### src/rtl/lcd_pixel_unpack_palette_core_defines.svh
// assertion macros for the lcd pixel unpack core
`ifndef LCD_PIXEL_UNPACK_PALETTE_CORE_DEFINES_SVH
`define LCD_PIXEL_UNPACK_PALETTE_CORE_DEFINES_SVH
`ifndef SYNTH
`define LCDPU_ASSERT_IMPL(label, cond, prop) \
  label: assert property (@(posedge clk) disable iff (rst) (cond) |-> (prop)) \
    else $error("lcdpu assertion failed");
`define LCDPU_ASSERT_NEXT(label, cond, prop) \
  label: assert property (@(posedge clk) disable iff (rst) (cond) |=> (prop)) \
    else $error("lcdpu assertion failed");
`else
`define LCDPU_ASSERT_IMPL(label, cond, prop)
`define LCDPU_ASSERT_NEXT(label, cond, prop)
`endif
`endif

### src/rtl/lcdpu_pkg.sv
// shared types, constants and color functions of the lcd pixel unpack core
`default_nettype none
package lcdpu_pkg;
  localparam int unsigned PALETTE_DEPTH = 256;
  localparam int unsigned PAL_AW = 8;
  localparam int unsigned QUEUE_DEPTH = 2;
  localparam int unsigned NPIX_W = 5;
  localparam int unsigned FRAME_W = 20;

  localparam logic [1:0] ACT_PIXEL = 2'd0;
  localparam logic [1:0] ACT_PALWR = 2'd1;
  localparam logic [1:0] ACT_START = 2'd2;

  localparam logic [2:0] REG_PIXEL_MODE = 3'd0;
  localparam logic [2:0] REG_RGB_ORDER = 3'd1;
  localparam logic [2:0] REG_BIG_ENDIAN_BYTES = 3'd2;
  localparam logic [2:0] REG_BIG_ENDIAN_PIXELS = 3'd3;
  localparam logic [2:0] REG_FRAME_PIXELS = 3'd4;

  localparam logic [2:0] MODE_1555 = 3'd4;
  localparam logic [2:0] MODE_888 = 3'd5;
  localparam logic [2:0] MODE_565 = 3'd6;
  localparam logic [2:0] MODE_444 = 3'd7;

  localparam logic [FRAME_W-1:0] FRAME_RESET = 20'd76800;

  typedef enum logic [1:0] {
    KIND_PIXEL = 2'd0,
    KIND_PALWR = 2'd1,
    KIND_START = 2'd2,
    KIND_NONE  = 2'd3
  } kind_t;

  typedef struct packed {
    logic [2:0]         pixel_mode;
    logic               rgb_order;
    logic               big_endian_bytes;
    logic               big_endian_pixels;
    logic [FRAME_W-1:0] frame_pixels;
  } cfg_t;

  typedef struct packed {
    kind_t             kind;
    logic [NPIX_W-1:0] last_pix;
    logic [31:0]       word;
    logic [PAL_AW-1:0] pal_index;
    logic [15:0]       pal_value;
  } qentry_t;

  typedef struct packed {
    logic    valid;
    qentry_t entry;
  } qhead_t;

  function automatic logic [15:0] from1555(input logic [15:0] w);
    return w + (w & 16'hFFE0) + {10'b0, w[15], 5'b0};
  endfunction

  function automatic logic [15:0] from888(input logic [31:0] w);
    return {w[23:19], w[15:10], w[7:3]};
  endfunction

  function automatic logic [15:0] from444(input logic [15:0] w);
    return {w[11:8], 1'b0, w[7:4], 2'b0, w[3:0], 1'b0};
  endfunction

  function automatic logic [7:0] widen(input logic [5:0] c);
    return {c, c[5:4]};
  endfunction
endpackage
`default_nettype wire

### src/rtl/lcdpu_queue.sv
// short item queue between front and back
`default_nettype none
module lcdpu_queue (
  input  logic               clk,
  input  logic               rst,
  input  logic               push,
  input  lcdpu_pkg::qentry_t push_data,
  output logic               full,
  input  logic               pop,
  output lcdpu_pkg::qhead_t  head
);
  localparam int unsigned PW = $clog2(lcdpu_pkg::QUEUE_DEPTH);
  localparam int unsigned CW = $clog2(lcdpu_pkg::QUEUE_DEPTH + 1);

  lcdpu_pkg::qentry_t slots [lcdpu_pkg::QUEUE_DEPTH];
  logic [PW-1:0] wr_ptr;
  logic [PW-1:0] rd_ptr;
  logic [CW-1:0] count;

  always_ff @(posedge clk) begin
    if (rst) begin
      wr_ptr <= '0;
      rd_ptr <= '0;
      count <= '0;
    end else begin
      if (push) begin
        wr_ptr <= wr_ptr + PW'(1);
      end
      if (pop) begin
        rd_ptr <= rd_ptr + PW'(1);
      end
      case ({push, pop})
        2'b10:   count <= count + CW'(1);
        2'b01:   count <= count - CW'(1);
        default: count <= count;
      endcase
    end
  end

  always_ff @(posedge clk) begin
    if (push) begin
      slots[wr_ptr] <= push_data;
    end
  end

  assign full = (count == CW'(lcdpu_pkg::QUEUE_DEPTH));
  assign head.valid = (count != '0);
  assign head.entry = slots[rd_ptr];
endmodule
`default_nettype wire

### config.mk
export PLATFORM = sky130hd
export DESIGN_NAME = lcdpu_queue
export DESIGN_NICKNAME = d
export VERILOG_FILES = /design/src/rtl/lcd_pixel_unpack_palette_core_defines.svh /design/src/rtl/lcdpu_pkg.sv /design/src/rtl/lcdpu_queue.sv
export SDC_FILE = /design/constraint.sdc
export NUM_CORES = 1
export LEC_CHECK = 0
export BUFFER_PORTS_ARGS = -buffer_cell sky130_fd_sc_hd__clkbuf_2
export CAP_MARGIN = 20
export CORE_ASPECT_RATIO = 0.75
export CORE_MARGIN = 4
export CORE_UTILIZATION = 54
export CTS_BUF_LIST = sky130_fd_sc_hd__clkbuf_2
export DETAILED_ROUTE_END_ITERATION = 7
export PLACE_DENSITY = 0.92
export SLEW_MARGIN = 10
export SYNTH_ARGS = -nofsm -noshare
export SYNTH_HDL_FRONTEND = slang
export SYNTH_SLANG_ARGS = --single-unit
### constraint.sdc
create_clock -name clk -period 4.7 [get_ports clk]
set_input_delay 0.47 -clock clk [delete_from_list [all_inputs] [get_ports clk]]
set_output_delay 0.47 -clock clk [all_outputs]
set_load 0.1 [all_outputs]
# Word-level counts from Yosys, hierarchy flattened
# Memories as Yosys holds them, arrays and structs flattened. A register that Yosys moved wholly into a read port is not among the register bits.
# Cells that the tools add are included.
# Widths: inputs -> output; s select.
dict set report totals {
  out_inout_bits 65
  elab_cells 18
  in_bits 67
  n_memories 1
  ff_bits 4
  mem_bits_rw 126
}
# memory depth width read_ports rd_clocked_by_memory_dff wr line_no
set mem_list {}
lappend mem_list {slots 2 63 1 1 1 lcdpu_queue.sv:15} ;# lcdpu_pkg::qentry_t slots [lcdpu_pkg::QUEUE_DEPTH];
dict set report classes {
  addsub 4
  n_reduce_logical 2
  muxes 5
  eq_ne 3
}
# operator count
set ops {}
lappend ops {{$eq 2x2->1 const B} 2}
lappend ops {{$mux 1} 4}
lappend ops {{$pmux 2 s2} 1}
lappend ops {{$reduce_bool 2->1} 2}
lappend ops {{$add 1x1->1 const B} 2}
lappend ops {{$add 2x1->2 const B} 1}
lappend ops {{$eq 2x1->1 const B} 1}
lappend ops {{$sub 2x1->2 const B} 1}

# Depth between registers and ports, before layout
# Gate-level depths: netlist of the first run.
dict set report logic_depth {
  ltp_word 3
  ltp_mapped 5
  mapped_depth_nobuf 5
}

# Least setup slack after synthesis of the first run
# OpenSTA, ideal clock, no wires.
dict set report synth_timing {
  path_kind {input -> register}
  startpoint {in push}
  endpoint {mem slots[0][0] (netlist bit), enable pin}
  setup_time_ns 0.486
  t_arrival_ns 3.171
  stages 2
  path_slack_ns 1.043
  required_time_ns 4.214
  n_path_buf 0
  path_cell_list {inv_1 > nor2_1}
}
dict set report synth_via {
  elab_chain_len 2
}
# item line_no
set synth_lines {}
lappend synth_lines {{start: declaration} lcdpu_queue.sv:6} ;# input logic push,
lappend synth_lines {{$mux 1} lcdpu_queue.sv:41} ;# if (push) begin
lappend synth_lines {{$mux 1 (implied by the code)} lcdpu_queue.sv:42} ;# slots[wr_ptr] <= push_data;
lappend synth_lines {{end: declaration} lcdpu_queue.sv:15}
# No other way between the ends.

==> results.sh, run 1 <==
export IMPL_status="complete, no violations"
export IMPL_first_pass_iters=6
export IMPL_port_buffers=131
export IMPL_cp_required_ns=4.23
export IMPL_period_share=0.6729
export IMPL_p_leak_nw=2.534
export IMPL_row_count=29
export IMPL_overflow=0
export IMPL_cts_root_buf="clkbuf_2"
export IMPL_cp_max_fo=27
export IMPL_comb_power_share=0.253
export IMPL_grt_pass1_wl_um=15550
export IMPL_crit_family="buffers and inverters"
export IMPL_syn_avg_cell_area_um2=21.72
export IMPL_holdWs_ns=0.1320
export IMPL_cts_max_path_buffers=2
export IMPL_met3_usage=0.07713
export IMPL_h_tree_depth=4
export IMPL_synthTopCellsByArea="edfxtp_1, mux2_2, dfxtp_1"
export IMPL_syn_to_final_growth_pct=37.86
export IMPL_wl_per_cell_um=18.51
export IMPL_vias_per_cell=5.129
export IMPL_hold_buffers=64
export IMPL_fmaxAchievable_ghz=0.3162
export IMPL_worstSkewPairLatency_ns=0.62
export IMPL_grt_use_total=0.2080
export IMPL_met1_usage=0.2605
export IMPL_seqPwrFrac=0.462
export IMPL_drtIter0Drc=202
export IMPL_via_count=2821
export IMPL_max_slew_margin=0.4830
export IMPL_n_antenna_cell=0
export IMPL_cts_resized=0
export IMPL_ys_seq_elements=131
export IMPL_worst_setup_path_start_kind="flop"
export IMPL_crit_chain="buf_12 > buf_4 > mux2_2 > clkbuf_2"
export IMPL_grt_use_met2=0.3394
export IMPL_finalWeightedCongestion=0.7423
export IMPL_yosys_warnings=0
export IMPL_syn_inst=218
export IMPL_cpPeakStageDelay_ns=0.79
export IMPL_synthTopCellsByCount="edfxtp_1, mux2_2, buf_2"
export IMPL_coreArea_um2=8491
export IMPL_drive_gt1_frac=0.5294
export IMPL_dpl_instance_area_um2=5564
export IMPL_ys_flop_type="edfxtp_1"
export IMPL_cts_made_buffers=17
export IMPL_syn_area_um2=4736
export IMPL_synth_top_area_share=0.7989
export IMPL_post_place_ws_ns=2.197
export IMPL_clkPwrFrac=0.285
export IMPL_clock_sinks=131
export IMPL_grt_max_degree=34
export IMPL_synth_fp_nets=286
export IMPL_cts_tree="done"
export IMPL_netSwitchingPower_mw=1.017
export IMPL_postRouteWirelength_um=10180
export IMPL_ir_drop_v=0.0002958
export IMPL_ioPinCount=132
export IMPL_period_needed_ns=3.163
export IMPL_fin_ws_ns=1.538
export IMPL_finalHoldViolations=0
export IMPL_finalInstanceArea_um2=6529
export IMPL_synth_most_common_cell="edfxtp_1"
export IMPL_skew_ns=0.02622
export IMPL_clkSlewWorstSetupHoldPaths_ns=0.19
export IMPL_postCtsSetupRepairBufs=0
export IMPL_die_h_um=89.10
export IMPL_top_usage_layer="met2"
export IMPL_yosysSeqAreaShare=0.8201
export IMPL_tightestPinTransition_ns=0.7755
export IMPL_setup_viol=0
export IMPL_fin_setup_tns_ns=0
export IMPL_cp_num_buf_inv=3
export IMPL_ys_async_sr_fraction=0
export IMPL_yosysTopAreaCell="edfxtp_1"
export IMPL_start_util=0.5578
export IMPL_antenna_found_initial=0
export IMPL_crit_path_end_kind="output pin"
export IMPL_sw_frac_of_total=0.3390
export IMPL_die_area_um2=10350
export IMPL_synth_cell_types=15
export IMPL_drc_errors=0
export IMPL_drtAntennaViolNets=0
export IMPL_grt_pass1_vias=3014
export IMPL_hpwl_um=5822
export IMPL_p_per_area_nw_per_um2=459.7
export IMPL_die_w_um=116.1
export IMPL_hp_class="in2reg"
export IMPL_crit_slowest_cell="dfxtp_2"
export IMPL_intPower_mw=1.984
export IMPL_critPathKind="reg2out"
export IMPL_layout_nets=498
export IMPL_drv_cap=0
export IMPL_arrival_ns=2.69
export IMPL_rsz0062_at_grt="false"
export IMPL_report_final_slew_viol_count=0
export IMPL_synth_edf_count=126
[registers in the layout, indices dropped and copies added, names as in the netlist, named ones only]
register / flops
slots: 126
count: 2
rd_ptr: 1
wr_ptr: 1
[through the flow]
| stage | std cells | utilization | total power, mW |
|---|---|---|---|
| 3_3_place_gp | 453 | 0.6506 | 2.104 |
| 6_report | 550 | 0.7689 | 3.001 |
| 4_1_cts | 550 | 0.7689 | 3.011 |
| 2_1_floorplan | 218 | - | 1.997 |
| 3_5_place_dp | 455 | 0.6553 | 2.124 |
| 5_1_grt | 550 | 0.7689 | 3.114 |
[placed cells by master, fill, tap and decap left out, drive strengths merged, types with 2 or more instances in the layout]
cell type,Yosys,routed
mux2,63,63
bufinv,0,6
nor2,5,5
edfxtp,126,126
dlygate4sd3,0,64
clkinvlp,0,2
clkbuf,0,149
dfxtp,5,5
xnor2,3,3
clkinv,0,5
buf,7,5
[layout make-up]
| cell class | instances | area (um^2) |
|---|---|---|
| clock buffer | 18 | 90.09 |
| clock inverter | 13 | 234.0 |
| fill | 464 | 1962 |
| inverter | 1 | 3.754 |
| multi-input combinational | 79 | 822.0 |
| sequential | 131 | 3885 |
| tap | 108 | 135.1 |
| timing repair buffer | 200 | 1359 |
[kinds of logic after synthesis]
| group | after synthesis | share of synthesized area |
|---|---|---|
| flops | 131 | 0.8201 |
| mux | 63 | 0.1498 |
| simple gates | 9 | 0.009779 |
| buf+inv | 8 | 0.008189 |
| xor+xnor | 4 | 0.007399 |
| compound gates | 2 | 0.002112 |
| fa+ha+maj | 1 | 0.002642 |
[worst paths after layout]
kind              cells past startpoint   start      endpoint  slack (ns)
setup / recovery                      4    flop      head[38]        1.54
hold / removal                        3     pop          flop        0.13
setup reg to reg                      2  wr_ptr  slots[1][35]        2.65
hold reg to reg                       2  rd_ptr          flop        0.52
[routing by layer]
| layer | part of all wire | vias to the layer above |
|---|---|---|
| li1 | - | 1286 |
| met1 | 0.41 | 1372 |
| met2 | 0.49 | 144 |
| met3 | 0.083 | 19 |
| met4 | 0.017 | 0 |
| met5 | 0 | - |
[power by group through the flow]
stage	Clock [mW]	Combinational, mW	Sequential [mW]
2_1_floorplan	0	0.595	1.40
3_3_place_gp	0	0.687	1.42
3_5_place_dp	0	0.711	1.41
4_1_cts	0.869	0.755	1.39
5_1_grt	0.936	0.784	1.39
6_report	0.855	0.759	1.39
[worst reg2reg max path: stages (launching register included)]
cell	delay (ns)
dfxtp_1	0.46
and2_2	0.70
buf_4	0.53
Power figures use the tool's default switching activity.
==> run 2: changes to the inputs <==
--- a/config.mk
+++ b/config.mk
@@ -9,10 +9,10 @@
 export CAP_MARGIN = 20
 export CORE_ASPECT_RATIO = 0.75
 export CORE_MARGIN = 4
-export CORE_UTILIZATION = 54
+export CORE_UTILIZATION = 48
 export CTS_BUF_LIST = sky130_fd_sc_hd__clkbuf_2
 export DETAILED_ROUTE_END_ITERATION = 7
-export PLACE_DENSITY = 0.92
+export PLACE_DENSITY = 0.87
 export SLEW_MARGIN = 10
 export SYNTH_ARGS = -nofsm -noshare
 export SYNTH_HDL_FRONTEND = slang
==> constraint.sdc (replaced) <==
create_clock -name clk -period 2.74 [get_ports clk]
set_input_delay 0.274 -clock clk [delete_from_list [all_inputs] [get_ports clk]]
set_output_delay 0.274 -clock clk [all_outputs]
set_load 0.1 [all_outputs]
==> run 2 against run 1 <==
Effect of this change: first-iteration DRC count fell by 21%; setup slack got worse by 1.2 ns; utilization fell by 9.3 points; critical endpoint is now head[47]; highest routed layer unchanged.
==> results.sh, run 2 (synthesis results as in run 1) <==
export IMPL_status="complete, no violations"
export IMPL_cts_max_path_buffers=2
export IMPL_vias_per_cell=4.785
export IMPL_coreArea_um2=9658
export IMPL_fin_setup_tns_ns=0
export IMPL_min_from="push_data[33]"
export IMPL_largest_reg_flops=126
export IMPL_setup_viol=0
export IMPL_grt_use_met2=0.2965
export IMPL_met3_usage=0.06803
export IMPL_layout_nets=501
export IMPL_cts_tree="done"
export IMPL_critPathKind="reg2out"
export IMPL_worstSkewPairLatency_ns=0.64
export IMPL_via_count=2761
export IMPL_instances_no_fill=577
export IMPL_power_mw=4.998
export IMPL_layout_common_cells="clkbuf_2, edfxtp_1, dlygate4sd3_1, mux2_2"
export IMPL_port_buffers=131
export IMPL_antenna_found_initial=0
export IMPL_period_needed_ns=2.430
export IMPL_rsz0062_at_grt="false"
export IMPL_top_register="slots"
export IMPL_grt_use_total=0.1698
export IMPL_top_usage_layer="met2"
export IMPL_row_count=31
export IMPL_die_w_um=122.7
export IMPL_place_inst=480
export IMPL_finalHoldViolations=0
export IMPL_crit_slowest_cell="mux2_2"
export IMPL_reg2reg_from="wr_ptr"
export IMPL_ioPinCount=132
export IMPL_drive_gt1_frac=0.5258
export IMPL_p_leak_nw=2.530
export IMPL_reg2reg_setup_slack_ns=1.29
export IMPL_report_final_slew_viol_count=0
export IMPL_cts_made_buffers=17
export IMPL_final_common_cell="clkbuf_2"
export IMPL_drc_errors=0
export IMPL_min_path_cells=2
export IMPL_clock_sinks=131
export IMPL_drv_cap=0
export IMPL_start_util=0.4903
export IMPL_cpPeakStageDelay_ns=0.41
export IMPL_cts_root_buf="clkbuf_2"
export IMPL_period_share=0.8869
export IMPL_max_slew_margin=0.6300
export IMPL_n_antenna_cell=0
export IMPL_ir_drop_v=0.0006452
export IMPL_fmaxAchievable_ghz=0.4115
export IMPL_syn_to_final_growth_pct=37.94
export IMPL_worst_setup_path_start_kind="flop"
export IMPL_crit_family="buffers and inverters"
export IMPL_cts_resized=0
export IMPL_die_area_um2=11540
export IMPL_finalWeightedCongestion=0.7378
export IMPL_crit_chain="buf_4 > mux2_2 > clkbuf_2"
export IMPL_hp_class="in2reg"
export IMPL_postRouteWirelength_um=9359
export IMPL_drtAntennaViolNets=0
export IMPL_grt_max_degree=33
export IMPL_crit_path_end_kind="output pin"
export IMPL_arrival_ns=2.16
export IMPL_ff2ff_path_depth=2
export IMPL_clkSlewWorstSetupHoldPaths_ns=0.18
export IMPL_top_regs="slots x126, count x2"
export IMPL_hold_path_end="slots[1][33]"
export IMPL_grt_pass1_vias=2985
export IMPL_cp_num_buf_inv=2
export IMPL_skew_ns=0.01220
export IMPL_overflow=0
export IMPL_grt_pass1_wl_um=14490
export IMPL_r2r_end="slots[1][50]"
export IMPL_die_h_um=94.02
export IMPL_drtIter0Drc=160
export IMPL_met1_usage=0.1843
export IMPL_tightestPinTransition_ns=0.5573
export IMPL_h_tree_depth=4
export IMPL_cp_max_fo=32
export IMPL_wl_per_cell_um=16.22
export IMPL_first_pass_iters=5
export IMPL_crit_cells=3
export IMPL_cp_required_ns=2.47
export IMPL_p_per_area_nw_per_um2=765.1
run 2: cell types whose count changed in the layout (fill, tap and decap cells not counted):
cell,previous run,this run
bufinv_16,6,5
clkbuf_2,149,150
clkinv_4,4,0
buf_4,3,5
clkinv_1,1,2
dlygate4sd3_1,64,66
clkinv_2,0,3
buf_12,2,1
run 2: worst max path at each step:
stage           start           to  slack [ns]
2_1_floorplan  wr_ptr  slots[0][0]        0.34
3_3_place_gp     flop     head[58]        1.00
3_5_place_dp     flop     head[47]        0.99
4_1_cts          flop     head[47]        0.25
5_1_grt          flop     head[47]        0.14
6_report         flop     head[47]        0.31
run 2: final cells by class:
| type | instances | area (um^2) |
|---|---|---|
| sequential | 131 | 3885 |
| inverter | 1 | 3.754 |
| fill | 618 | 3126 |
| tap | 132 | 165.2 |
| timing repair buffer | 203 | 1374 |
| clock buffer | 19 | 95.09 |
| clock inverter | 12 | 187.7 |
| multi-input combinational | 79 | 822.0 |
run 2: timing repair:
action / CTS / global route
setup buffers: 0 / 0
endpoints found under the hold margin: 131 / 0
hold buffers: 66 / 0
run 2: stage by stage:
step,hold WS (ns),cell area (um^2),util,setup WS (ns)
3_3_place_gp,0.4627,5589,0.5787,1.003
2_1_floorplan,0.3431,4738,-,0.3371
5_1_grt,0.2474,6533,0.6764,0.1417
4_1_cts,0.2923,6533,0.6764,0.2492
6_report,0.3422,6533,0.6764,0.3098
3_5_place_dp,0.4665,5589,0.5787,0.9862
run 2: metal layers:
metal  share of wire  vias to the layer above  wire, um
met3           0.082                       19       763
met2            0.51                      127      4810
met5               0                        -         0
met1            0.39                     1322      3619
li1                -                     1293         -
met4           0.018                        0       165
run 2: power by group:
| part | switching [mW] | internal, mW |
|---|---|---|
| clock | 0.653 | 0.682 |
| combinational | 1.01 | 0.287 |
| sequential | 0.0314 | 2.33 |
run 2: worst reg2reg max path: cells and delay by family, from the launching register on:
kind	cells	cell delay, ns
buffers and inverters	1	0.37
DFF	1	0.44
and+or+nand+nor	1	0.31
